[config.mk]
export PLATFORM = sky130hd
export DESIGN_NAME = arctanh_series_evaluator
export DESIGN_NICKNAME = d
export VERILOG_FILES = /design/src/hdl/ase_pkg.sv /design/src/hdl/ase_ctrl.sv /design/src/hdl/ase_dp.sv /design/src/hdl/arctanh_series_evaluator.sv
export SDC_FILE = /design/constraint.sdc
export NUM_CORES = 2
export LEC_CHECK = 0
export BUFFER_PORTS_ARGS = -buffer_cell sky130_fd_sc_hd__buf_2
export CAP_MARGIN = 20
export CORE_UTILIZATION = 45
export CTS_BUF_LIST = sky130_fd_sc_hd__clkbuf_4 sky130_fd_sc_hd__clkbuf_8
export CTS_CLUSTER_SIZE = 24
export DETAILED_ROUTE_END_ITERATION = 8
export PLACE_DENSITY = 0.72
export SLEW_MARGIN = 20
export SYNTH_ARGS = -nofsm -noshare
export SYNTH_HDL_FRONTEND = slang
export SYNTH_SLANG_ARGS = --single-unit
[constraint.sdc]
create_clock -name clk_i -period 9.3 [get_ports clk_i]
set_input_delay 0.465 -clock clk_i [delete_from_list [all_inputs] [get_ports clk_i]]
set_output_delay 0.465 -clock clk_i [all_outputs]
set_load 0.005 [all_outputs]
[src/hdl/ase_pkg.sv]
// Shared constants, state encoding and control/status types for the arctanh series evaluator.
package ase_pkg;

  localparam int unsigned FRAC_BITS  = 30;
  localparam int unsigned X_W        = FRAC_BITS + 1;
  localparam int unsigned PREC_W     = 30;
  localparam int unsigned SUM_MAG_W  = 35;
  localparam int unsigned SUM_W      = SUM_MAG_W + 1;
  localparam int unsigned CNT_W      = 11;
  localparam int unsigned PROD_W     = 2 * FRAC_BITS;
  localparam int unsigned DIV_STEPS  = X_W;
  localparam int unsigned STEP_W     = $clog2(DIV_STEPS + 1);

  localparam logic [PREC_W-1:0] PREC_RESET = PREC_W'(1073742);
  localparam logic [PROD_W-1:0] RND_HALF   = PROD_W'(1) << (FRAC_BITS - 1);

  typedef enum logic [2:0] {
    S_IDLE,
    S_SQR_MUL,
    S_SQR_RND,
    S_DIV_INIT,
    S_DIV,
    S_ACC,
    S_PWR_MUL,
    S_PWR_RND
  } ase_state_e;

  typedef struct packed {
    logic load;
    logic sqr_mul;
    logic sqr_rnd;
    logic div_init;
    logic div_step;
    logic acc;
    logic finish;
    logic pwr_mul;
    logic pwr_rnd;
  } ase_cmd_t;

  typedef struct packed {
    logic div_last;
    logic t_small;
    logic at_limit;
  } ase_sts_t;

endpackage

[src/hdl/ase_ctrl.sv]
// Sequencer for the series: square, then per term divide, accumulate, next odd power.
module ase_ctrl (
  input  logic              clk_i,
  input  logic              rst_ni,
  input  logic              start,
  input  ase_pkg::ase_sts_t sts_i,
  output ase_pkg::ase_cmd_t cmd_o,
  output logic              busy
);

  ase_pkg::ase_state_e state_q, state_d;

  always_ff @(posedge clk_i or negedge rst_ni) begin
    if (!rst_ni) begin
      state_q <= ase_pkg::S_IDLE;
    end else begin
      state_q <= state_d;
    end
  end

  always_comb begin
    state_d = state_q;
    unique case (state_q)
      ase_pkg::S_IDLE: begin
        if (start) state_d = ase_pkg::S_SQR_MUL;
      end
      ase_pkg::S_SQR_MUL:  state_d = ase_pkg::S_SQR_RND;
      ase_pkg::S_SQR_RND:  state_d = ase_pkg::S_DIV_INIT;
      ase_pkg::S_DIV_INIT: state_d = ase_pkg::S_DIV;
      ase_pkg::S_DIV: begin
        if (sts_i.div_last) state_d = ase_pkg::S_ACC;
      end
      ase_pkg::S_ACC: begin
        if (sts_i.t_small || sts_i.at_limit) state_d = ase_pkg::S_IDLE;
        else state_d = ase_pkg::S_PWR_MUL;
      end
      ase_pkg::S_PWR_MUL:  state_d = ase_pkg::S_PWR_RND;
      ase_pkg::S_PWR_RND:  state_d = ase_pkg::S_DIV_INIT;
      default:             state_d = ase_pkg::S_IDLE;
    endcase
  end

  always_comb begin
    cmd_o = '0;
    unique case (state_q)
      ase_pkg::S_IDLE:     cmd_o.load     = start;
      ase_pkg::S_SQR_MUL:  cmd_o.sqr_mul  = 1'b1;
      ase_pkg::S_SQR_RND:  cmd_o.sqr_rnd  = 1'b1;
      ase_pkg::S_DIV_INIT: cmd_o.div_init = 1'b1;
      ase_pkg::S_DIV:      cmd_o.div_step = 1'b1;
      ase_pkg::S_ACC: begin
        cmd_o.acc    = 1'b1;
        cmd_o.finish = sts_i.t_small || sts_i.at_limit;
      end
      ase_pkg::S_PWR_MUL:  cmd_o.pwr_mul  = 1'b1;
      ase_pkg::S_PWR_RND:  cmd_o.pwr_rnd  = 1'b1;
      default:             cmd_o = '0;
    endcase
  end

  assign busy = (state_q != ase_pkg::S_IDLE);

endmodule

[src/hdl/ase_dp.sv]
// Datapath: shared 30x30 multiplier, radix-2 term divider, saturating accumulator, result word.
module ase_dp #(
  parameter int unsigned MAX_TERMS = 1024
) (
  input  logic                                  clk_i,
  input  logic                                  rst_ni,
  input  ase_pkg::ase_cmd_t                     cmd_i,
  output ase_pkg::ase_sts_t                     sts_o,
  input  logic signed [ase_pkg::X_W-1:0]        x_value_i,
  input  logic                                  precision_we_i,
  input  logic        [ase_pkg::PREC_W-1:0]     precision_i,
  output logic signed [ase_pkg::SUM_W-1:0]      sum_value_o,
  output logic        [ase_pkg::CNT_W-1:0]      term_count_o,
  output logic                                  converged_o,
  output logic                                  result_valid_o
);

  localparam int unsigned KW  = $clog2(MAX_TERMS);
  localparam int unsigned CW  = $clog2(MAX_TERMS + 1);
  localparam int unsigned DVW = KW + 1;
  localparam int unsigned F   = ase_pkg::FRAC_BITS;

  logic                          neg_q;
  logic [F-1:0]                  m_q, m2_q, p_q;
  logic [ase_pkg::PROD_W-1:0]    prod_q;
  logic [KW-1:0]                 k_q;
  logic [ase_pkg::SUM_MAG_W-1:0] sum_q;
  logic [ase_pkg::X_W-1:0]       quo_q;
  logic [DVW-1:0]                rem_q;
  logic [ase_pkg::STEP_W-1:0]    step_q;
  logic [ase_pkg::PREC_W-1:0]    precision_q;
  logic [ase_pkg::SUM_W-1:0]     sum_value_q;
  logic [ase_pkg::CNT_W-1:0]     term_count_q;
  logic                          converged_q;
  logic                          valid_q;

  logic [ase_pkg::X_W-1:0]       x_raw, mag;
  logic [F-1:0]                  m_clamp, mul_a, mul_b, rnd;
  logic [ase_pkg::PROD_W-1:0]    product, rnd_full;
  logic [DVW-1:0]                divisor, rem_next;
  logic [DVW:0]                  rem_sh, rem_sub;
  logic                          sub_ok;
  logic [ase_pkg::X_W-1:0]       dividend;
  logic [ase_pkg::SUM_MAG_W:0]   sum_wide;
  logic [ase_pkg::SUM_MAG_W-1:0] sum_next;
  logic [ase_pkg::SUM_W-1:0]     sum_mag_ext, sum_signed;
  logic [CW-1:0]                 cnt_next;

  // magnitude of x, clamped just below one
  assign x_raw   = x_value_i;
  assign mag     = x_raw[ase_pkg::X_W-1] ? (ase_pkg::X_W'(0) - x_raw) : x_raw;
  assign m_clamp = mag[ase_pkg::X_W-1] ? '1 : mag[F-1:0];

  assign mul_a    = cmd_i.sqr_mul ? m_q : p_q;
  assign mul_b    = cmd_i.sqr_mul ? m_q : m2_q;
  assign product  = ase_pkg::PROD_W'(mul_a) * ase_pkg::PROD_W'(mul_b);
  assign rnd_full = prod_q + ase_pkg::RND_HALF;
  assign rnd      = rnd_full[2*F-1:F];

  // term = (p + k) / (2k + 1), restoring division one quotient bit a cycle
  assign divisor  = {k_q, 1'b1};
  assign dividend = ase_pkg::X_W'(p_q) + ase_pkg::X_W'(k_q);
  assign rem_sh   = {rem_q, quo_q[ase_pkg::X_W-1]};
  assign sub_ok   = (rem_sh >= (DVW+1)'(divisor));
  assign rem_sub  = rem_sh - (DVW+1)'(divisor);
  assign rem_next = sub_ok ? rem_sub[DVW-1:0] : rem_sh[DVW-1:0];

  assign sum_wide    = (ase_pkg::SUM_MAG_W+1)'(sum_q) + (ase_pkg::SUM_MAG_W+1)'(quo_q);
  assign sum_next    = sum_wide[ase_pkg::SUM_MAG_W] ? '1 : sum_wide[ase_pkg::SUM_MAG_W-1:0];
  assign sum_mag_ext = {1'b0, sum_next};
  assign sum_signed  = neg_q ? (ase_pkg::SUM_W'(0) - sum_mag_ext) : sum_mag_ext;
  assign cnt_next    = CW'(k_q) + CW'(1);

  assign sts_o.div_last = (step_q == ase_pkg::STEP_W'(1));
  assign sts_o.t_small  = (quo_q < ase_pkg::X_W'(precision_q));
  assign sts_o.at_limit = (k_q == KW'(MAX_TERMS - 1));

  always_ff @(posedge clk_i or negedge rst_ni) begin
    if (!rst_ni) begin
      precision_q <= ase_pkg::PREC_RESET;
      valid_q     <= 1'b0;
    end else begin
      if (precision_we_i) precision_q <= precision_i;
      valid_q <= cmd_i.finish;
    end
  end

  always_ff @(posedge clk_i) begin
    if (cmd_i.load) begin
      neg_q <= x_raw[ase_pkg::X_W-1];
      m_q   <= m_clamp;
      p_q   <= m_clamp;
      k_q   <= '0;
      sum_q <= '0;
    end
    if (cmd_i.sqr_mul || cmd_i.pwr_mul) prod_q <= product;
    if (cmd_i.sqr_rnd) m2_q <= rnd;
    if (cmd_i.pwr_rnd) begin
      p_q <= rnd;
      k_q <= k_q + KW'(1);
    end
    if (cmd_i.div_init) begin
      quo_q  <= dividend;
      rem_q  <= '0;
      step_q <= ase_pkg::STEP_W'(ase_pkg::DIV_STEPS);
    end
    if (cmd_i.div_step) begin
      quo_q  <= {quo_q[ase_pkg::X_W-2:0], sub_ok};
      rem_q  <= rem_next;
      step_q <= step_q - ase_pkg::STEP_W'(1);
    end
    if (cmd_i.acc) sum_q <= sum_next;
    if (cmd_i.finish) begin
      sum_value_q  <= sum_signed;
      term_count_q <= ase_pkg::CNT_W'(cnt_next);
      converged_q  <= sts_o.t_small;
    end
  end

  assign sum_value_o    = $signed(sum_value_q);
  assign term_count_o   = term_count_q;
  assign converged_o    = converged_q;
  assign result_valid_o = valid_q;

endmodule

[src/hdl/arctanh_series_evaluator.sv]
// Per word: load x and square it on the shared multiplier, then per term run the radix-2 divider,
//   accumulate, and form the next odd power on the shared multiplier (multiply, then round).
//   No new word is taken until the series ends, on a small term or after MAX_TERMS terms.
// start is taken again in the cycle the result strobe is high; the receiver cannot stall.
// Reset (rst_ni low, asynchronous) returns to idle, drops the strobe and restores precision.
module arctanh_series_evaluator #(
  parameter int unsigned MAX_TERMS = 1024
) (
  input  logic                              clk_i,
  input  logic                              rst_ni,
  input  logic                              start,
  output logic                              busy,
  input  logic signed [ase_pkg::X_W-1:0]    x_value_i,
  input  logic                              precision_we_i,
  input  logic        [ase_pkg::PREC_W-1:0] precision_i,
  output logic                              result_valid_o,
  output logic signed [ase_pkg::SUM_W-1:0]  sum_value_o,
  output logic        [ase_pkg::CNT_W-1:0]  term_count_o,
  output logic                              converged_o
);

  ase_pkg::ase_cmd_t cmd;
  ase_pkg::ase_sts_t sts;
  logic              ctrl_busy;

  ase_ctrl u_ctrl (
    .clk_i  (clk_i),
    .rst_ni (rst_ni),
    .start  (start),
    .sts_i  (sts),
    .cmd_o  (cmd),
    .busy   (ctrl_busy)
  );

  ase_dp #(
    .MAX_TERMS (MAX_TERMS)
  ) u_dp (
    .clk_i          (clk_i),
    .rst_ni         (rst_ni),
    .cmd_i          (cmd),
    .sts_o          (sts),
    .x_value_i      (x_value_i),
    .precision_we_i (precision_we_i),
    .precision_i    (precision_i),
    .sum_value_o    (sum_value_o),
    .term_count_o   (term_count_o),
    .converged_o    (converged_o),
    .result_valid_o (result_valid_o)
  );

  assign busy = ctrl_busy;

endmodule

[Yosys cells after proc, flatten, opt, wreduce, memory -nomap -nowiden]
Index checks and enable logic that the tools add are counted.
Word-level totals
  flip-flop bits (word level): 325
  latch bits: 0
  memory bits (writable): 0
  memory bits (read-only): 0
  output and inout port bits: 50
  memories: 0
Cells by class
  $add $sub $neg: 9
  multiply operators: 1
  div/mod/pow operators: 0
  order comparisons: 2
  equal/unequal tests: 11
  shift operators: 0
  mux-type cells: 31
  bitwise operators: 0
  reduce and logical (&&, ||, !) cells: 9
Operators by type and width (count)
  2-to-1 mux 30 bit: 5
  2-to-1 mux 35 bit: 4
  2-to-1 mux 31 bit: 3
  adder 60 x 30 -> 60 bit, second input constant: 1
  multiplier 30 x 30 -> 60 bit: 1
  adder 35 x 31 -> 36 bit: 1
  subtractor 1 x 35 -> 36 bit, first input constant: 1
  2-to-1 mux 11 bit: 3
  adder 30 x 10 -> 31 bit: 1
  less-than comparator 31 x 30 -> 1 bit: 1
  subtractor 1 x 31 -> 31 bit, first input constant: 1
  case mux 3 bit (7 select lines): 1
  2-to-1 mux 10 bit: 2
  equality test 3 bit, second input constant: 4
  greater-or-equal comparator 12 x 11 -> 1 bit: 1
  adder 10 x 1 -> 11 bit, second input constant: 1
  subtractor 11 bit: 1
  adder 10 x 1 -> 10 bit, second input constant: 1
  equality test 10 bit, second input constant: 1
  2-to-1 mux 5 bit: 2
  2-to-1 mux 3 bit: 3
  2-to-1 mux 1 bit: 7
  equality test 3 x 2 -> 1 bit, second input constant: 2
  nonzero test 2 bit: 3
  other kinds (10): 12

[Depth between registers and ports, before layout]
  word-level depth: 5
  depth in mapped cells: 33
  depth with buffers taken out: 29

[Hierarchy]
Synthesis repeated with hierarchy kept, for this count alone.
Second synthesis, totals
  cells, all modules: 4904
  area total of the unflattened synthesis: 45353.5 um^2
Modules (own cells, without submodules)
  ase_dp: instances 1, cells an instance 4877, area each 45117.0 um^2, seq. area each 8653.3 um^2
  ase_ctrl: instances 1, cells an instance 27, area each 236.5 um^2, seq. area each 75.1 um^2

[Worst setup path after synthesis]
No wires, ideal clock.
  path kind: reg-to-reg
  from: reg u_ctrl.state_q[2]
  to: reg u_dp.prod_q[52] (netlist name), data pin
  setup time: 0.262 ns
  arrival: 8.545 ns
  path slack: 0.493 ns
  stages on the path, launching flop included: 32
  path buffers: 3
  clock period less this slack: 8.807 ns
  cell sequence: dfrtp_1 > or3b_2 > clkbuf_1 > clkbuf_1 > a21oi_1 > clkbuf_1 > nor2_1 > fa_1 > inv_1 > fa_1 > inv_1 > fa_1 > inv_1 > fa_1 > inv_1 > fa_1 > fa_1 > fa_1 > inv_1 > fa_1 > inv_1 > ha_1 > a21oi_1 > o21ai_0 > a221oi_1 > o22ai_1 > o311ai_0 > a21oi_1 > a221oi_1 > o21a_1 > o21ai_1 > xor2_1
On the way
  cells in the longest elaborated chain, start to end: 4
  elaborated cells on any way between the ends: 5
Ends and longest elaborated chain
  start: declaration: RTL line ase_ctrl.sv:11  | ase_pkg::ase_state_e state_q, state_d;
  start signal: assignment: RTL line ase_ctrl.sv:15  | state_q <= ase_pkg::S_IDLE;
  start signal: assignment: RTL line ase_ctrl.sv:17  | state_q <= state_d;
  equality test 3 x 1 -> 1 bit *: RTL line ase_ctrl.sv:45  | unique case (state_q)
  2-to-1 mux 1 bit *: RTL line ase_ctrl.sv:45
  2-to-1 mux 30 bit (on tied branches): RTL line ase_dp.sv:54, ase_dp.sv:55
  multiplier 30 x 30 -> 60 bit *: RTL line ase_dp.sv:56  | assign product = ase_pkg::PROD_W'(mul_a) * ase_pkg::PROD_W'(mul_b);
  named net u_dp.product, one bit: RTL line ase_dp.sv:39  | logic [ase_pkg::PROD_W-1:0] product, rnd_full;
  end signal: assignment: RTL line ase_dp.sv:96  | if (cmd_i.sqr_mul || cmd_i.pwr_mul) prod_q <= product;
  end: declaration: RTL line ase_dp.sv:25  | logic [ase_pkg::PROD_W-1:0] prod_q;
The timed path passes the listed nets; every way through them passes the cells marked *.
A chain may end at the register's enable or synchronous reset.

[Final worst setup path]
  from: reg u_ctrl.state_q[2]
  to: reg u_dp.prod_q[56] (netlist name), data pin
Same word-level chain as after synthesis.

==> run metrics <==
Max Cap Violations=0; H-tree depth=2; worst slack, placed=0.1609 ns; Antenna Nets Post-Route=0; CP max FO=30; Final Skew=0.08216 ns; DP Cell Count=6,318; Die W=about 320 um; top_reg_cell synth=edfxtp_1; Synth top area share=0.3474; number of flops mapped to enable cells by yosys=between 200 and 300; Rows=about 120; Max-slew headroom=0.2852; Syn Std Cell Area=45,060 sq um; fmax=0.1110 GHz; slowest cell delay on critical path=0.57 ns; CTS root buf=clkbuf_8; Seq cells post-synth=roughly 300; Via-to-Cell Ratio=5.667; fill count=around 9,000; drt pass-1 iters=6; Setup crit start kind=flip-flop; synth warn=0; Setup-failing EPs final=0; gpl congestion=around 1.0; sequential-to-total area share from yosys stat=0.1937; DR vias=36,340; post-layout util=0.4996; Non-Filler Instances=6,413; first-pass GRT wire length=217,900 um; CTS tree=yes; GRT Resource Usage Total=0.2824; Core Area=98,850 sq um; DRT iter0 DRCs=3,121; Post-route DRC=0; Worst Tran Pin Value=approximately 1.1 ns; synth top area cells=fa_1 (35%), edfxtp_1 (17%), ha_1 (9.2%), inv_1 (7.2%), nor2_1 (5.9%); post-DR wirelength/cell=22.02 um; crit end category=flip-flop; Min-Delay Path Class=input port to flip-flop; CTS Sinks=296; Slew Limit Fails=0; starting density of the core=0.4558; CTS Buf Count=47; final hold vios=0; syn nets=6,128; status=finished, final reports clean; Tmin final=9.013 ns; layout cells sized above 1=0.09258; CTS clk-pin slew, worst paths=0.06 ns; Area growth syn-to-layout=9.605%; die height=318.4 um; Top Ports=between 100 and 150; die area=101,400 sq um; Synth cell types=83; Mapped Cells=4,949; period utilisation layout=0.9691; most frequent CP cell=fa_1; slowest library cell on the worst path=fa_1; pin count of the biggest net entering global routing=60; drt total wl=141,200 um; Data arrival, critical path=a little over 9 ns; fraction of registers with async set/reset=0.1149; Clock Latency Late Sink=0.64 ns; NumNets Final=6,261; Synth area leader=fa_1; worst setup margin=0.2872 ns; DP HPWL=114,200 um; CTS Buffer Depth=3; required time of the critical path=9.61 ns; syn_area_per_cell=9.105 sq um; vias in the first global route=37,230; Crit Path Category=flip-flop to flip-flop; initial antenna violation count=6; Overflow after GRT=0; I/O Buffers=between 100 and 150
-- layer usage --
| metal | up-vias | GRT usage | share of wire |
|---|---|---|---|
| met1 | 18160 | 0.3638 | 0.38 |
| li1 | 15830 | - | - |
| met4 | 6 | 0.1451 | 0.060 |
| met3 | 465 | 0.05469 | 0.10 |
| met5 | - | 0 | 0.00028 |
| met2 | 1893 | 0.4530 | 0.46 |
-- area by class of cell --
cell class / instances / area (sq um) / area share
Inverter: 869 / 3262 / 0.06605
Timing Repair Buffer: 297 / 2238 / 0.04532
Antenna cell: 6 / 15.01 / 0.0003040
Sequential cell: 296 / 8728 / 0.1767
Clock buffer: 71 / 845.8 / 0.01713
Multi-Input combinational cell: 3571 / 32500 / 0.6580
Clock inverter: 16 / 192.7 / 0.003901
Tap cell: 1287 / 1610 / 0.03260
-- worst max-delay path: cells and delay by family, from the launching register on --
kind                       cells  cell delay (ns)
AOI/OAI and AO/OA              7             1.26
adders and majority gates      9             4.30
buffers and inverters          9             1.23
xor gates and xnor gates       1             0.13
DFF                            1             0.44
and+or+nand+nor                5             1.30
-- final timing paths --
path / from / end / slack [ns] / cells past startpoint
hold reg to reg: u_dp.precision_q[2] / u_dp.precision_q[2] / 0.51 / 2
setup / recovery: u_ctrl.state_q[2] / u_dp.prod_q[56] / 0.29 / 31
setup reg to reg: u_ctrl.state_q[2] / u_dp.prod_q[56] / 0.29 / 31
min in group asynchronous: rst_ni / u_dp.precision_q[24] / 0.47 / 2
max in group asynchronous: rst_ni / u_ctrl.state_q[1] / 8.26 / 2
hold / removal: precision_i[3] / u_dp.precision_q[3] / 0.07 / 3
-- cell usage in the layout, fill, tap and decap left out, types with 33 or more instances in the layout --
| master | instances |
|---|---|
| a21o_1 | 67 |
| a21oi_1 | 139 |
| a21oi_2 | 33 |
| a31oi_1 | 43 |
| and2_1 | 57 |
| buf_2 | 114 |
| buf_4 | 158 |
| clkbuf_8 | 50 |
| edfxtp_1 | 262 |
| fa_1 | 782 |
| ha_1 | 332 |
| inv_1 | 869 |
| nand2_1 | 680 |
| nand3_1 | 50 |
| nand4_1 | 38 |
| nor2_1 | 706 |
| o21ai_0 | 124 |
| xnor2_1 | 95 |
| xor2_1 | 78 |
-- through the flow --
step,hold WS [ns],instance area (sq um),TNS [ns]
2_1_floorplan,0.1694,45060,0
3_3_place_gp,0.4944,48250,0
6_report,0.06985,49390,0
3_5_place_dp,0.4961,48250,0
5_1_grt,0.04764,49380,-0.004446
4_1_cts,0.03317,49290,0
-- flip-flops by register name, indices dropped and copies added, names as in the netlist, 3 cells and up --
signal,flops
u_dp.sum_value_o,36
u_dp.sum_q,35
u_dp.prod_q,31
u_dp.quo_q,31
u_dp.m2_q,30
u_dp.m_q,30
u_dp.p_q,30
u_dp.precision_q,30
u_dp.rem_q,11
u_dp.term_count_o,11
u_dp.k_q,10
u_dp.step_q,5
u_ctrl.state_q,3
-- what timing repair did --
action / in CTS / in global routing
hold buffers: 1 / 0
setup buffers: 0 / 0
setup endpoints to repair: 0 / 11
endpoints found under the hold margin: 26 / 0
gates resized for setup: 0 / 7
-- Yosys cell counts, types with 21 or more instances --
master / instances
fa_1: 782
nor2b_1: 21
a21oi_1: 174
inv_1: 869
nor2_1: 707
clkbuf_1: 198
and2_1: 57
dfrtp_1: 26
xor2_1: 78
a21o_1: 67
nor3_1: 24
a31oi_1: 43
o21ai_0: 125
xnor2_1: 95
a211oi_1: 21
nand4_1: 38
nand2_1: 683
edfxtp_1: 262
ha_1: 332
nand3_1: 52
and3_1: 26
-- cells by family (layout without fill, tap and decap cells) --
family | Yosys count | after routing | share of synthesized area
buf+inv | 1082 | 1253 | 0.09024
compound gates | 570 | 570 | 0.07936
flops | 296 | 296 | 0.1937
xor+xnor | 173 | 173 | 0.03363
simple gates | 1694 | 1694 | 0.1589
fa+ha+maj | 1114 | 1114 | 0.4396
other cells | 0 | 6 | 0
mux | 20 | 20 | 0.004609
Power is not shown: default switching activity piles up to over one toggle a cycle in this logic, so the estimate is an artifact.
